<file path="src/rtl/bbcm_pkg.sv">
`timescale 1ns / 1ps
// ----------------------------------------------------------------------------
// bbcm_pkg
// Shared types and constants of the block buffer cache manager.
// ----------------------------------------------------------------------------
package bbcm_pkg;

   localparam int DefNumSlots  = 16;
   localparam logic [31:0] DefDiskBlocks = 32'd1024;
   localparam int SlotOutW   = 4;

   typedef enum logic [2:0] {
      CMD_GET     = 3'd0,
      CMD_READ    = 3'd1,
      CMD_RELEASE = 3'd2,
      CMD_WRITE   = 3'd3,
      CMD_DIRTY   = 3'd4,
      CMD_SYNC    = 3'd5,
      CMD_BAD6    = 3'd6,
      CMD_BAD7    = 3'd7
   } cmd_type;

   typedef enum logic [2:0] {
      ST_HIT     = 3'd0,
      ST_MISS    = 3'd1,
      ST_NOFREE  = 3'd2,
      ST_BADREL  = 3'd3,
      ST_DONE    = 3'd4
   } status_type;

   typedef enum logic [1:0] {
      FILL_NONE = 2'd0,
      FILL_DISK = 2'd1,
      FILL_ZERO = 2'd2
   } fill_type;

   typedef enum logic [1:0] {
      FSM_IDLE   = 2'd0,
      FSM_LOOKUP = 2'd1,
      FSM_SYNC   = 2'd2,
      FSM_OUT    = 2'd3
   } fsm_type;

   // lru queue operation handed to the cell row
   typedef struct packed {
      logic       remove;
      logic [5:0] remove_slot;
      logic       append;
      logic [5:0] append_slot;
   } lru_op_type;

endpackage

</file>
<file path="src/rtl/bbcm_lru_cell.sv">
`timescale 1ns / 1ps
// ----------------------------------------------------------------------------
// bbcm_lru_cell
// One place of the free order: holds a slot number and shifts towards head.
// ----------------------------------------------------------------------------
module bbcm_lru_cell #(
   parameter int SLOT_W = 4
) (
   input  logic              clock,
   input  logic              reset,
   input  logic [SLOT_W-1:0] reset_slot,
   input  logic              shift,      // take the neighbour's entry
   input  logic              load,       // take the appended entry
   input  logic [SLOT_W-1:0] next_slot,
   input  logic [SLOT_W-1:0] load_slot,
   output logic [SLOT_W-1:0] slot
);

   logic [SLOT_W-1:0] slot_ff, slot_in;

   // entry select
   always_comb begin
      slot_in = slot_ff;
      if (load)       slot_in = load_slot;
      else if (shift) slot_in = next_slot;
   end

   always_ff @(posedge clock) begin
      if (reset) slot_ff <= reset_slot;
      else       slot_ff <= slot_in;
   end

   assign slot = slot_ff;

endmodule

</file>
<file path="src/rtl/bbcm_lru_row.sv">
`timescale 1ns / 1ps
// ----------------------------------------------------------------------------
// bbcm_lru_row
// Row of free order cells with the free length count; removal closes the gap
// by shifting the tail one place towards the head, append writes the tail.
// ----------------------------------------------------------------------------
module bbcm_lru_row #(
   parameter int NUM_SLOTS = bbcm_pkg::DefNumSlots,
   parameter int SLOT_W    = $clog2(NUM_SLOTS),
   parameter int LEN_W     = $clog2(NUM_SLOTS + 1)
) (
   input  logic                 clock,
   input  logic                 reset,
   input  bbcm_pkg::lru_op_type op,
   output logic [SLOT_W-1:0]    head,
   output logic [LEN_W-1:0]     length
);

   logic [LEN_W-1:0]  len_ff, len_in;
   logic [SLOT_W-1:0] slots [NUM_SLOTS];
   logic [NUM_SLOTS-1:0] match, past;
   logic [NUM_SLOTS-1:0] shift, load;
   logic [LEN_W-1:0] tail;

   // locate the removed entry within the live part
   always_comb begin
      for (int p = 0; p < NUM_SLOTS; p++) begin
         match[p] = op.remove && (LEN_W'(p) < len_ff)
                    && (slots[p] == op.remove_slot[SLOT_W-1:0]);
      end
      past[0] = match[0];
      for (int p = 1; p < NUM_SLOTS; p++) past[p] = past[p-1] | match[p];
   end

   // length and tail place after removal
   always_comb begin
      len_in = len_ff;
      if (|match) len_in = len_ff - LEN_W'(1);
      tail = len_in;
      if (op.append && (len_in < LEN_W'(NUM_SLOTS))) len_in = len_in + LEN_W'(1);
      for (int p = 0; p < NUM_SLOTS; p++) begin
         shift[p] = past[p];
         load[p]  = op.append && (tail == LEN_W'(p));
      end
   end

   always_ff @(posedge clock) begin
      if (reset) len_ff <= LEN_W'(NUM_SLOTS);
      else       len_ff <= len_in;
   end

   for (genvar g = 0; g < NUM_SLOTS; g++) begin : g_cell
      logic [SLOT_W-1:0] nxt;
      if (g == NUM_SLOTS - 1) begin : g_end
         assign nxt = slots[g];
      end else begin : g_mid
         assign nxt = slots[g+1];
      end
      bbcm_lru_cell #(.SLOT_W(SLOT_W)) u_cell (
         .clock      (clock),
         .reset      (reset),
         .reset_slot (SLOT_W'(g)),
         .shift      (shift[g]),
         .load       (load[g]),
         .next_slot  (nxt),
         .load_slot  (op.append_slot[SLOT_W-1:0]),
         .slot       (slots[g])
      );
   end

   assign head   = slots[0];
   assign length = len_ff;

endmodule

</file>
<file path="src/rtl/block_buffer_cache_manager_unit.sv">
`timescale 1ns / 1ps
// ----------------------------------------------------------------------------
// block_buffer_cache_manager_unit
// Bookkeeping of a block buffer cache: tag lookup, reference counts, marks,
// lru free order held in a row of shifting cells, and sync flush walk.
// ----------------------------------------------------------------------------
//  channel | dir | beat
//  req_    | in  | tdata: cmd, block_number, slot_index
//  rsp_    | out | tdata: status, slot_out, was_locked, fill_kind,
//          |     |        writeback_valid, writeback_block, flush_count; tlast
//  csr_    | apb | disk_blocks at address 0
//
// each command is accepted, then looked up and applied in a single step, then
// answered with the response beat; codes 6 and 7 return to idle with no beat.
// sync walks one slot per cycle while no beat waits, with a beat per flushed slot.
// reset is synchronous and returns every slot and the free order to start.
// a stalled response holds the block; the next request waits for it.
// ----------------------------------------------------------------------------
module block_buffer_cache_manager_unit #(
   parameter int NUM_SLOTS = bbcm_pkg::DefNumSlots
) (
   input  logic        clock,
   input  logic        reset,
   input  logic        req_tvalid,
   output logic        req_tready,
   // cmd[2:0], block_number[34:3], slot_index[38:35], zero pad
   input  logic [39:0] req_tdata,
   output logic        rsp_tvalid,
   input  logic        rsp_tready,
   // status[2:0], slot_out[6:3], was_locked[7], fill_kind[9:8],
   // writeback_valid[10], writeback_block[42:11], flush_count[47:43]
   output logic [47:0] rsp_tdata,
   output logic        rsp_tlast,
   input  logic        csr_psel,
   input  logic        csr_penable,
   input  logic        csr_pwrite,
   input  logic [1:0]  csr_paddr,
   input  logic [31:0] csr_pwdata,
   output logic [31:0] csr_prdata,
   output logic        csr_pready
);

   localparam int SLOT_W = $clog2(NUM_SLOTS);
   localparam int LEN_W  = $clog2(NUM_SLOTS + 1);
   localparam int IDX_W  = $clog2(NUM_SLOTS + 1);

   // configuration
   logic [31:0] disk_ff, disk_in;
   assign csr_pready = 1'b1;
   assign csr_prdata = (csr_paddr == 2'd0) ? disk_ff : 32'd0;
   always_comb begin
      disk_in = disk_ff;
      if (csr_psel && csr_penable && csr_pwrite && csr_paddr == 2'd0)
         disk_in = csr_pwdata;
   end

   // slot state
   logic [31:0]          tag_ff [NUM_SLOTS];
   logic [NUM_SLOTS-1:0] valid_ff, dirty_ff, locked_ff;
   logic [7:0]           refs_ff [NUM_SLOTS];

   // request capture
   bbcm_pkg::cmd_type cmd_ff;
   logic [31:0] blk_ff;
   logic [3:0]  si_ff;
   bbcm_pkg::fsm_type st_ff, st_in;
   logic [IDX_W-1:0] walk_ff, walk_in;
   logic [4:0] cnt_ff, cnt_in;
   logic [47:0] out_ff, out_in;
   logic last_ff, last_in;
   logic [NUM_SLOTS-1:0] found_ff;

   logic [SLOT_W-1:0] head;
   logic [LEN_W-1:0]  length;
   bbcm_pkg::lru_op_type op;

   wire req_acc = req_tvalid && req_tready;
   wire rsp_acc = rsp_tvalid && rsp_tready;

   // lookup match vector, registered at capture
   logic [NUM_SLOTS-1:0] hit_vec;
   always_comb
      for (int i = 0; i < NUM_SLOTS; i++)
         hit_vec[i] = valid_ff[i] && (tag_ff[i] == req_tdata[34:3]);

   // priority encode the registered match
   logic [SLOT_W-1:0] hit_idx;
   always_comb begin
      hit_idx = '0;
      for (int i = NUM_SLOTS - 1; i >= 0; i--)
         if (found_ff[i]) hit_idx = SLOT_W'(i);
   end

   wire si_ok = ({28'd0, si_ff} < 32'(NUM_SLOTS));
   wire [SLOT_W-1:0] si_s = SLOT_W'(si_ff);
   wire [SLOT_W-1:0] wk_s = walk_ff[SLOT_W-1:0];

   // next state
   always_comb begin
      st_in = st_ff;
      unique case (st_ff)
         bbcm_pkg::FSM_IDLE:   if (req_acc) st_in = bbcm_pkg::FSM_LOOKUP;
         bbcm_pkg::FSM_LOOKUP: begin
            if (cmd_ff == bbcm_pkg::CMD_SYNC) st_in = bbcm_pkg::FSM_SYNC;
            else if (cmd_ff == bbcm_pkg::CMD_BAD6 || cmd_ff == bbcm_pkg::CMD_BAD7)
               st_in = bbcm_pkg::FSM_IDLE;
            else st_in = bbcm_pkg::FSM_OUT;
         end
         bbcm_pkg::FSM_SYNC: begin
            if (walk_ff == IDX_W'(NUM_SLOTS)) st_in = bbcm_pkg::FSM_OUT;
            else if (dirty_ff[wk_s] && tag_ff[wk_s] < disk_ff)
               st_in = bbcm_pkg::FSM_OUT;
         end
         bbcm_pkg::FSM_OUT: if (rsp_acc)
            st_in = (last_ff) ? bbcm_pkg::FSM_IDLE : bbcm_pkg::FSM_SYNC;
         default: st_in = bbcm_pkg::FSM_IDLE;
      endcase
   end

   // outputs of the sequencer
   assign req_tready = (st_ff == bbcm_pkg::FSM_IDLE);
   assign rsp_tvalid = (st_ff == bbcm_pkg::FSM_OUT);
   assign rsp_tdata  = out_ff;
   assign rsp_tlast  = last_ff;

   function automatic logic [47:0] pack(input logic [2:0] s, input logic [3:0] sl,
      input logic wl, input logic [1:0] f, input logic wv, input logic [31:0] wb,
      input logic [4:0] c);
      pack = {c, wb, wv, f, wl, sl, s};
   endfunction

   // command execution
   logic [31:0]          tag_in [NUM_SLOTS];
   logic [NUM_SLOTS-1:0] valid_in, dirty_in, locked_in;
   logic [7:0]           refs_in [NUM_SLOTS];
   always_comb begin
      logic [SLOT_W-1:0] v;
      logic wv;
      v = head;
      wv = 1'b0;
      for (int i = 0; i < NUM_SLOTS; i++) begin
         tag_in[i] = tag_ff[i];
         refs_in[i] = refs_ff[i];
      end
      valid_in = valid_ff; dirty_in = dirty_ff; locked_in = locked_ff;
      op = '0;
      out_in = out_ff; last_in = last_ff; walk_in = walk_ff; cnt_in = cnt_ff;
      if (st_ff == bbcm_pkg::FSM_LOOKUP) begin
         walk_in = '0; cnt_in = '0; last_in = 1'b1;
         unique case (cmd_ff)
            bbcm_pkg::CMD_GET, bbcm_pkg::CMD_READ: begin
               if (|found_ff) begin
                  if (refs_ff[hit_idx] == 8'd0) begin
                     op.remove = 1'b1; op.remove_slot = 6'(hit_idx);
                  end
                  if (refs_ff[hit_idx] != 8'hff) refs_in[hit_idx] = refs_ff[hit_idx] + 8'd1;
                  locked_in[hit_idx] = 1'b1;
                  out_in = pack(bbcm_pkg::ST_HIT, 4'(hit_idx), locked_ff[hit_idx],
                                bbcm_pkg::FILL_NONE, 1'b0, 32'd0, 5'd0);
               end else if (length == '0) begin
                  out_in = pack(bbcm_pkg::ST_NOFREE, 4'd0, 1'b0, bbcm_pkg::FILL_NONE,
                                1'b0, 32'd0, 5'd0);
               end else begin
                  op.remove = 1'b1; op.remove_slot = 6'(v);
                  wv = dirty_ff[v] && (tag_ff[v] < disk_ff);
                  tag_in[v] = blk_ff; dirty_in[v] = 1'b0; locked_in[v] = 1'b1;
                  refs_in[v] = 8'd1;
                  valid_in[v] = (cmd_ff == bbcm_pkg::CMD_READ);
                  out_in = pack(bbcm_pkg::ST_MISS, 4'(v), 1'b0,
                     (cmd_ff != bbcm_pkg::CMD_READ) ? bbcm_pkg::FILL_NONE :
                     (blk_ff < disk_ff) ? bbcm_pkg::FILL_DISK : bbcm_pkg::FILL_ZERO,
                     wv, wv ? tag_ff[v] : 32'd0, 5'd0);
               end
            end
            bbcm_pkg::CMD_RELEASE: begin
               if (!si_ok || refs_ff[si_s] == 8'd0) begin
                  out_in = pack(bbcm_pkg::ST_BADREL, si_ff, 1'b0, bbcm_pkg::FILL_NONE,
                                1'b0, 32'd0, 5'd0);
               end else begin
                  locked_in[si_s] = 1'b0;
                  refs_in[si_s] = refs_ff[si_s] - 8'd1;
                  if (refs_ff[si_s] == 8'd1) begin
                     op.append = 1'b1; op.append_slot = 6'(si_s);
                  end
                  out_in = pack(bbcm_pkg::ST_DONE, si_ff, 1'b0, bbcm_pkg::FILL_NONE,
                                1'b0, 32'd0, 5'd0);
               end
            end
            bbcm_pkg::CMD_WRITE: begin
               if (si_ok) begin
                  wv = tag_ff[si_s] < disk_ff;
                  dirty_in[si_s] = 1'b0;
               end
               out_in = pack(bbcm_pkg::ST_DONE, si_ff, 1'b0, bbcm_pkg::FILL_NONE,
                             wv, wv ? tag_ff[si_s] : 32'd0, 5'd0);
            end
            bbcm_pkg::CMD_DIRTY: begin
               if (si_ok) dirty_in[si_s] = 1'b1;
               out_in = pack(bbcm_pkg::ST_DONE, si_ff, 1'b0, bbcm_pkg::FILL_NONE,
                             1'b0, 32'd0, 5'd0);
            end
            default: ;
         endcase
      end else if (st_ff == bbcm_pkg::FSM_SYNC) begin
         if (walk_ff == IDX_W'(NUM_SLOTS)) begin
            last_in = 1'b1;
            out_in = pack(bbcm_pkg::ST_DONE, 4'd0, 1'b0, bbcm_pkg::FILL_NONE,
                          1'b0, 32'd0, cnt_ff);
         end else begin
            walk_in = walk_ff + IDX_W'(1);
            last_in = 1'b0;
            if (dirty_ff[wk_s] && tag_ff[wk_s] < disk_ff) begin
               dirty_in[wk_s] = 1'b0;
               if (cnt_ff != 5'd31) cnt_in = cnt_ff + 5'd1;
               out_in = pack(bbcm_pkg::ST_DONE, 4'(wk_s), 1'b0, bbcm_pkg::FILL_NONE,
                             1'b1, tag_ff[wk_s], 5'd0);
            end
         end
      end
   end

   always_ff @(posedge clock) begin
      if (reset) begin
         st_ff <= bbcm_pkg::FSM_IDLE;
         disk_ff <= bbcm_pkg::DefDiskBlocks;
         valid_ff <= '0; dirty_ff <= '0; locked_ff <= '0;
         for (int i = 0; i < NUM_SLOTS; i++) begin
            tag_ff[i] <= '1; refs_ff[i] <= '0;
         end
         last_ff <= 1'b0; walk_ff <= '0; cnt_ff <= '0;
      end else begin
         st_ff <= st_in; disk_ff <= disk_in;
         valid_ff <= valid_in; dirty_ff <= dirty_in; locked_ff <= locked_in;
         for (int i = 0; i < NUM_SLOTS; i++) begin
            tag_ff[i] <= tag_in[i]; refs_ff[i] <= refs_in[i];
         end
         last_ff <= last_in; walk_ff <= walk_in; cnt_ff <= cnt_in;
      end
   end

   // payload capture
   always_ff @(posedge clock) begin
      out_ff <= out_in;
      if (req_acc) begin
         cmd_ff <= bbcm_pkg::cmd_type'(req_tdata[2:0]);
         blk_ff <= req_tdata[34:3];
         si_ff <= req_tdata[38:35];
         found_ff <= hit_vec;
      end
   end

   bbcm_lru_row #(.NUM_SLOTS(NUM_SLOTS), .SLOT_W(SLOT_W), .LEN_W(LEN_W)) u_lru (
      .clock (clock), .reset (reset), .op (op), .head (head), .length (length)
   );

`ifndef SYNTHESIS
   a_one_side: assert property (@(posedge clock) disable iff (reset)
      !(req_tready && rsp_tvalid)) else $error("request and response both open");
   a_hold: assert property (@(posedge clock) disable iff (reset)
      rsp_tvalid && !rsp_tready |=> rsp_tvalid && $stable(rsp_tdata))
      else $error("response beat changed while stalled");
   a_len: assert property (@(posedge clock) disable iff (reset)
      length <= LEN_W'(NUM_SLOTS)) else $error("free length overflow");
`endif

endmodule
</file>
<file path="config.mk">
export PLATFORM = sky130hd
export DESIGN_NAME = block_buffer_cache_manager_unit
export DESIGN_NICKNAME = d
export VERILOG_FILES = /design/src/rtl/bbcm_pkg.sv /design/src/rtl/bbcm_lru_cell.sv /design/src/rtl/bbcm_lru_row.sv /design/src/rtl/block_buffer_cache_manager_unit.sv
export SDC_FILE = /design/constraint.sdc
export NUM_CORES = 2
export LEC_CHECK = 0
export CAP_MARGIN = 20
export CORE_ASPECT_RATIO = 1.25
export CORE_MARGIN = 5
export CORE_UTILIZATION = 25
export DETAILED_ROUTE_END_ITERATION = 12
export DONT_BUFFER_PORTS = 1
export PLACE_DENSITY = 0.4
export SLEW_MARGIN = 20
export SYNTH_ARGS = -nofsm -noshare
export SYNTH_HDL_FRONTEND = slang
export SYNTH_SLANG_ARGS = --single-unit
</file>
<file path="constraint.sdc">
create_clock -name clock -period 9.49 [get_ports clock]
set_input_delay 0.949 -clock clock [delete_from_list [all_inputs] [get_ports clock]]
set_output_delay 0.949 -clock clock [all_outputs]
set_load 0.005 [all_outputs]
</file>
==> impl_metrics.toml <==
[route]
drt-pass1-iter-count = 6
ant_nets = 0
wl_met1_um = 133000
wire_per_inst_um = 36.3
drt_iter0_markers = 7427
dr_wl_met3_um = 28500
wl_um = 358000
drc_errors = 0
num_vias = 58100
wl_met2_um = 166000
route.top_layer_used = "met5"
via_per_inst = 5.89

[timing]
hold_viol_final = 0
finalMaxSlewViolations = 0
finalCriticalPeriod_ns = 8.16
skew_ns = 0.136
max_slew_margin_pct = 8.27
max_freq_mhz = 123
rsz0062_at_grt = "no"
setup-violations-final = 0
post-route-period-util_pct = 86.0
tightest_slew_ns = 1.36
setup_slack_ns = 1.33
holdWs_ns = 0.200
setup-tns-final_ns = 0

[logic_synthesis]
synth_edf_count = 103
yosysSeqAreaShare_pct = 30.7
synthesis.area_um2 = 63200
yosys_warnings = 0
syn_inst = 6739
ys_types = 116
synth_top_flop_cell = "dfxtp_1"
async_flop_share_pct = 0
ys_seq_elements = 917
syn_nets = 6966
synth.avg_cell_area_um2 = 9.38

[global_route]
grt_pass1_wl_um = 484000
grt_pass1_vias = 55200
grt_max_degree = 255
grt_usage_pct = 26.2
antenna_found_initial = 43
gr-total-overflow = 0

[critical_path]
worstSetupPathType = "register to register"
critPathLaunchType = "register"
end_kind = "register"
rr_startpoint = "found_ff[10]"
worst-path-max-fanout = 15
worstSetupStartpoint = "found_ff[10]"
arrival_ns = 8.79
required_ns = 10.12

[clock_tree]
cts_buffers = 111
cts_tree = "yes"
cts_setup_buffers = 0
clock_sinks = 917
clk_latency_ns = 0.85
cts_buffer_depth = 3
cts_resized = 0
cts_hold_buf = 0
cts_root_buf = "clkbuf_16"
clkTransAtPathRegs_ns = 0.06
cts.htree.levels = 3

[power_and_ir_drop]
p_leak_uw = 0.0238
max-vdd-ir-drop_mv = 0.175
power_density_nw_per_um2 = 161

[placement]
dp_slack_ns = 1.43
io_buffer_count = 0
place_congestion = 1.03
dp_hpwl_um = 251000

[run_status]
status = "completed"

[floorplan]
die_area_um2 = 263000
start_util_pct = 25.1
die_h_um = 572
rows = 206
core_area_um2 = 252000
ios = 165
die_w_um = 460

[worst_hold_path]
hp-class = "input pin to register"
hp-start = "req_tdata[14]"

[final_layout]
area_delta_synth_final_pct = 12.0
drive_gt1_share_pct = 16.1
fin_util_pct = 28.1
fill_cells = 26400
layout.nets = 6642

[run]
maxCapViolCount = 0
## Yosys cell counts, types with 7 or more instances
| cell type | number | area, um2 |
|---|---|---|
| a2111oi_0 | 8 | 70.1 |
| mux4_2 | 529 | 11900 |
| nand4_1 | 148 | 926 |
| nand3_1 | 690 | 3450 |
| nand2b_1 | 36 | 225 |
| nor4_1 | 65 | 407 |
| inv_1 | 67 | 251 |
| nor2_1 | 376 | 1410 |
| mux2i_1 | 371 | 3710 |
| dfxtp_1 | 814 | 16300 |
| or3_1 | 11 | 68.8 |
| o22ai_1 | 141 | 882 |
| xor2_1 | 84 | 736 |
| buf_1 | 41 | 154 |
| nor3_1 | 96 | 480 |
| and2_1 | 15 | 93.8 |
| o21ai_0 | 122 | 611 |
| a221oi_1 | 12 | 105 |
| o211ai_1 | 43 | 323 |
| o2111ai_1 | 10 | 87.6 |
| ha_1 | 146 | 1830 |
| a22oi_1 | 160 | 1200 |
| o21a_1 | 13 | 97.6 |
| mux2_1 | 23 | 259 |
| nand3b_1 | 7 | 52.6 |
| or4_1 | 9 | 67.6 |
| buf_2 | 11 | 55.1 |
| or2_2 | 7 | 43.8 |
| a21oi_1 | 201 | 1010 |
| nand2_1 | 964 | 3620 |
| o221ai_1 | 11 | 96.3 |
| xnor2_1 | 471 | 4130 |
| a211oi_1 | 45 | 338 |
| mux2_2 | 31 | 349 |
| a31oi_1 | 27 | 169 |
| o22a_1 | 13 | 114 |
| clkbuf_1 | 544 | 2040 |
| and3_1 | 21 | 131 |
| o31ai_1 | 8 | 60.1 |
| edfxtp_1 | 103 | 3090 |
| nor2b_1 | 43 | 269 |
| a21o_1 | 44 | 330 |
## per-layer routing
metal,vias up,GRT usage [%]
li1,24400,-
met1,29600,30.9
met2,3206,42.6
met3,840,5.41
met4,20,18.7
met5,-,0
## logic make-up after synthesis
family                   after synthesis  synth area share (%)
other                                  1               0.00593
AND/OR/NAND/NOR                     2545                  18.7
multiplexers                         957                  25.7
XOR/XNOR                             556                  7.73
AO/OA/AOI/OAI                        940                  10.1
flip-flops                           917                  30.7
buffers and inverters                677                  4.14
adder cells (fa/ha/maj)              146                  2.89
## worst max-delay path, stage by stage (launching register included)
cell and delay [ns]:
edfxtp_1 0.48, nor3_1 0.20, o21ai_1 0.13, a311oi_4 0.86, buf_4 0.37, mux2_2 0.38, a221oi_1 0.62, o211a_2 0.34
nand4_2 0.49, o41ai_4 0.45, buf_4 0.37, xor2_1 0.27, a2111o_1 0.24, o311a_1 0.32, o2111a_1 0.43, nand2_1 0.19
o21ai_0 0.46, ha_1 0.31, nand3b_1 0.28, nor2_1 0.40, mux2_1 0.37
## path summary, 6_finish.rpt
path / endpoint / slack (ns) / cells after the start
max: u_lru.g_cell[9].u_cell.slot[1] / 1.33 / 20
min: blk_ff[11] / 0.20 / 0
max reg2reg: u_lru.g_cell[9].u_cell.slot[1] / 1.33 / 20
min reg2reg: disk_ff[13] / 0.46 / 2
## registers in the layout, indices dropped and copies added, names as in the netlist, named ones only
| signal | count |
|---|---|
| locked_ff | 16 |
| refs_ff | 128 |
| u_lru.g_cell.u_cell.slot | 64 |
| u_lru.length | 5 |
| st_ff | 2 |
| rsp_tlast | 1 |
| blk_ff | 32 |
| valid_ff | 16 |
| tag_ff | 512 |
| walk_ff | 5 |
| found_ff | 16 |
| rsp_tdata | 48 |
| cmd_ff | 3 |
| cnt_ff | 5 |
| disk_ff | 32 |
| dirty_ff | 16 |
| si_ff | 4 |
## area by class of cell
cell class | count | area, um2 | share of cell area, %
clock buffers | 150 | 3090 | 4.37
clock inverters | 61 | 871 | 1.23
repair buffers | 170 | 1370 | 1.93
diodes | 25 | 62.6 | 0.0883
inverters | 70 | 273 | 0.385
flip-flops and latches | 917 | 19400 | 27.4
multi-input cells | 5145 | 41600 | 58.7
well taps | 3328 | 4160 | 5.88
## cell usage in the layout, fill, tap and decap left out, types with 17 or more instances in the layout
cell type / count
nand2_1: 953
dfxtp_1: 802
nand3_1: 690
mux4_2: 529
xnor2_1: 470
mux2i_1: 371
nor2_1: 370
a21oi_1: 199
a22oi_1: 160
buf_4: 159
nand4_1: 148
ha_1: 146
o22ai_1: 141
o21ai_0: 120
clkbuf_16: 111
edfxtp_1: 103
nor3_1: 80
xor2_1: 80
inv_1: 65
nor4_1: 59
a211oi_1: 45
a21o_1: 44
nor2b_1: 43
o211ai_1: 43
nand2b_1: 36
mux2_2: 31
a31oi_1: 26
diode_2: 25
mux2_1: 23
clkbuf_1: 22
and3_1: 21
nor3_2: 19
clkbuf_8: 17
## metrics by stage
stage,cells,cell area (um2),power [uW]
3_5_place_dp,9628,66800,6670
3_3_place_gp,9624,66700,6670
2_1_floorplan,6739,63200,5680
6_report,9866,70800,11400
4_1_cts,9839,70800,11400
5_1_grt,9846,70800,11700
## report_power, final
part           switching (uW)  internal, uW  total (uW)
clock                    2060          2710        4770
combinational            1550           686        2240
sequential                340          4050        4390
total                    3950          7450       11400
Power figures use the tool's default switching activity.
